File: src/design/bdb_ram.sv
// ----------------------------------------------------------------------------
// Generic RAM
// One write port and one read port with registered read data.
// ----------------------------------------------------------------------------
module bdb_ram #(
  parameter int WIDTH = 32,
  parameter int DEPTH = 64,
  localparam int AW   = $clog2(DEPTH)
) (
  input  logic             clk,
  input  logic             we,
  input  logic [AW-1:0]    waddr,
  input  logic [WIDTH-1:0] wdata,
  input  logic [AW-1:0]    raddr,
  output logic [WIDTH-1:0] rdata
);

  logic [WIDTH-1:0] mem [DEPTH];

  always_ff @(posedge clk) begin
    if (we) begin
      mem[waddr] <= wdata;
    end
    rdata <= mem[raddr];
  end

endmodule

File: config.mk
export PLATFORM = sky130hd
export DESIGN_NAME = bdb_ram
export DESIGN_NICKNAME = d
export VERILOG_FILES = /design/src/design/bdb_ram.sv
export SDC_FILE = /design/constraint.sdc
export NUM_CORES = 2
export LEC_CHECK = 0
export BUFFER_PORTS_ARGS = -buffer_cell sky130_fd_sc_hd__buf_2
export CAP_MARGIN = 20
export CORE_MARGIN = 2
export CORE_UTILIZATION = 55
export DETAILED_ROUTE_END_ITERATION = 10
export GPL_TIMING_DRIVEN = 0
export PLACE_DENSITY = 0.76
export SETUP_SLACK_MARGIN = 0.4
export SYNTH_ARGS = -nofsm -noshare
export SYNTH_HDL_FRONTEND = slang
export SYNTH_SLANG_ARGS = --single-unit
File: constraint.sdc
create_clock -name clk -period 3.9 [get_ports clk]
set_clock_uncertainty 0.05 [all_clocks]
set_input_delay 0.195 -clock clk [delete_from_list [all_inputs] [get_ports clk]]
set_output_delay 0.195 -clock clk [all_outputs]
set_load 0.05 [all_outputs]
==> reports/metrics.yaml <==
rsz0062_at_grt: "no"
yosysWarnings: 0
maximum_resistive_drop_on_vdd_mv: 0.513
final-seq-area_um2: 62100
rrSetupSlack_ns: 1.17
fraction_of_layout_instances_using_a_drive_strength_above_1_pct: 30.4
global_route_wire_length_before_repair_um: 332000
cts_max_level: 4
place_hpwl_um: 150000
start_kind: "input port"
synth_cells: 3324
cts-buffers-inserted: 195
final_common_cell: "edfxtp_1"
dieHeight_um: 382
final.fill_count: 8682
cellPowerDensity_nw_per_um2: 517
cp_data_required_time_ns: 4.51
detail_route.wirelength_um: 246000
end_kind: "flop"
die_width_um: 382
clk_pin_slew_worst_paths_ns: 0.06
synth_seq_cells: 2080
final.hold.worst_slack_ns: 0.0993
drv.max_cap_violation_count: 0
clock_tree.root_cell: "clkbuf_16"
routabilityCongestion: 0.886
first_iter_violations: 8443
multi_input_comb_area_um2: 16000
antenna_found_initial: 11
leakage_nw: 28.6
ioPinCount: 78
finalWorstPathRequiredPeriod_ns: 3.63
detailedRoute.firstPassIterationCount: 7
synthesis.nets: 3370
first_global_vias: 41285
post_synth.cell_area_avg_um2: 23.6
run_status: "finished clean"
route.vias.total: 41922
clkSinkCount: 2080
tritoncts: "done"
floorplan.die_area_um2: 146000
route.detailed.vias_per_inst: 7.20
portBuffers: 69
post_synth_num_cell_types: 34
synth.yosys.seq_area_share_pct: 79.1
syn-cell-area_um2: 78500
final_cell_mix: "2,048 x edfxtp_1, 544 x mux4_2, 199 x clkbuf_16"
critical_path_peak_fanout: 10
floorplan.initialDensity_pct: 55.5
fin_total_pwr_mw: 47.1
timing.critical_path.arrival_ns: 4.24
max_slew.worst_pin.slew_ns: 1.31
clock_insertion_delay_worst_skew_ns: 0.85
postRouteAntennaNets: 0
path_class: "in2reg"
avgRoutedWirePerCell_um: 42.3
cts_max_path_buffers: 3
drv_slew: 0
area_growth_syn_to_layout_pct: 16.1
grt_overflow: 0
holdCritPathClass: "in2reg"
fmaxAchievable_ghz: 0.275
final_net_count: 3800
count_of_endpoints_failing_hold_in_the_final_timing_report: 0
setup_violations: 0
drc_viols: 0
post-route-period-util_pct: 93.1
core_area_um2: 142000
worst_slew_margin_rel_pct: 12.6
setup-tns-final_ns: 0
grt_start_max_net_pins: 65
rows: 138
global_route_usage_sum_pct: 33.9
==> synthesized netlist by cell type <==
library cell | n | area share [%]
edfxtp_1 | 2048 | 78
mux4_2 | 544 | 16
nor2_1 | 137 | 0.65
mux2i_1 | 93 | 1.2
o22ai_1 | 84 | 0.67
clkbuf_1 | 74 | 0.35
a21oi_1 | 62 | 0.40
buf_2 | 57 | 0.36
dfxtp_1 | 32 | 0.82
o221ai_1 | 27 | 0.30
nand2_1 | 26 | 0.12
buf_4 | 25 | 0.24
buf_1 | 21 | 0.10
nor2b_1 | 15 | 0.12
a22oi_1 | 12 | 0.11
a311oi_1 | 8 | 0.089
nand2b_1 | 8 | 0.064
nor3_1 | 7 | 0.045
buf_6 | 5 | 0.072
nand3_1 | 5 | 0.032
nand3b_1 | 5 | 0.048
a41o_1 | 4 | 0.051
and3_1 | 4 | 0.032
o32ai_1 | 4 | 0.045
or3_1 | 3 | 0.024
or3b_2 | 3 | 0.033
and2_1 | 2 | 0.016
nand4_1 | 2 | 0.016
or3b_1 | 2 | 0.022
a31oi_1 | 1 | 0.0080
nand4b_1 | 1 | 0.011
or2_0 | 1 | 0.0080
or2_1 | 1 | 0.0080
or2_2 | 1 | 0.0080
==> sequential cells by signal, summed over array words and instances (netlist names) <==
signal and flops:
rdata 32, mem 2048
==> where the power goes <==
| part | switching (mW) | leakage (nW) | internal [mW] |
|---|---|---|---|
| Clock | 8.52 | 3.18 | 10.9 |
| Combinational | 1.95 | 6.71 | 0.952 |
| Sequential | 0.0571 | 18.7 | 24.7 |
| Total | 10.5 | 28.6 | 36.6 |
==> final timing paths <==
check                    from     endpoint  cells after the start
setup / recovery     raddr[2]    rdata[19]                      9
hold / removal      wdata[17]  mem[42][17]                      1
setup reg to reg  mem[47][19]    rdata[19]                      5
hold reg to reg    mem[13][4]     rdata[4]                      4
==> critical path: stages <==
cell and delay, ns:
clkbuf_1 0.34, buf_2 0.38, buf_2 0.51, buf_2 0.46, buf_2 0.55, mux2i_1 0.43, a21oi_1 0.36, a21oi_1 0.80
nor2_1 0.19
==> routing by layer <==
layer	vias to the layer above	share of wire, %	track usage, %
met4	2	7.6	20.0
met5	-	0.0032	0
met2	4388	45	51.3
li1	15142	-	-
met1	21394	31	42.8
met3	996	16	11.6
==> through the flow <==
step	area, µm²	utilization [%]	setup WS, ns	cells
finish	91200	64.4	0.270	5824
global route	91100	64.4	0.402	5817
CTS	90500	63.9	0.539	5773
detailed placement	83800	59.2	-0.669	5387
global placement	81200	57.4	-2.68	5283
floorplan	78500	-	0.495	3324
==> area by class of cell <==
| type | instances | share of cell area, % |
|---|---|---|
| multi-input combinational | 1062 | 17.5 |
| tap | 1890 | 2.59 |
| clock buffer | 245 | 5.71 |
| antenna | 7 | 0.0192 |
| sequential | 2080 | 68.2 |
| clock inverter | 125 | 1.44 |
| buffer | 182 | 0.988 |
| timing repair buffer | 233 | 3.57 |
==> timing repair <==
item	4_1_cts	5_1_grt
pin swaps	1	0
resized for setup	4	1
setup buffers	2	0
endpoints found under the setup margin	5	1
hold buffers	14	18
endpoints found under the hold margin	378	920
==> logic make-up after synthesis <==
group / Yosys count / synth area share [%]
AOI/OAI and AO/OA: 202 / 1.67
buffers and inverters: 182 / 1.13
muxes: 637 / 16.8
and+or+nand+nor: 223 / 1.27
DFF: 2080 / 79.1
No activity file was read; power rests on OpenSTA's default activity.
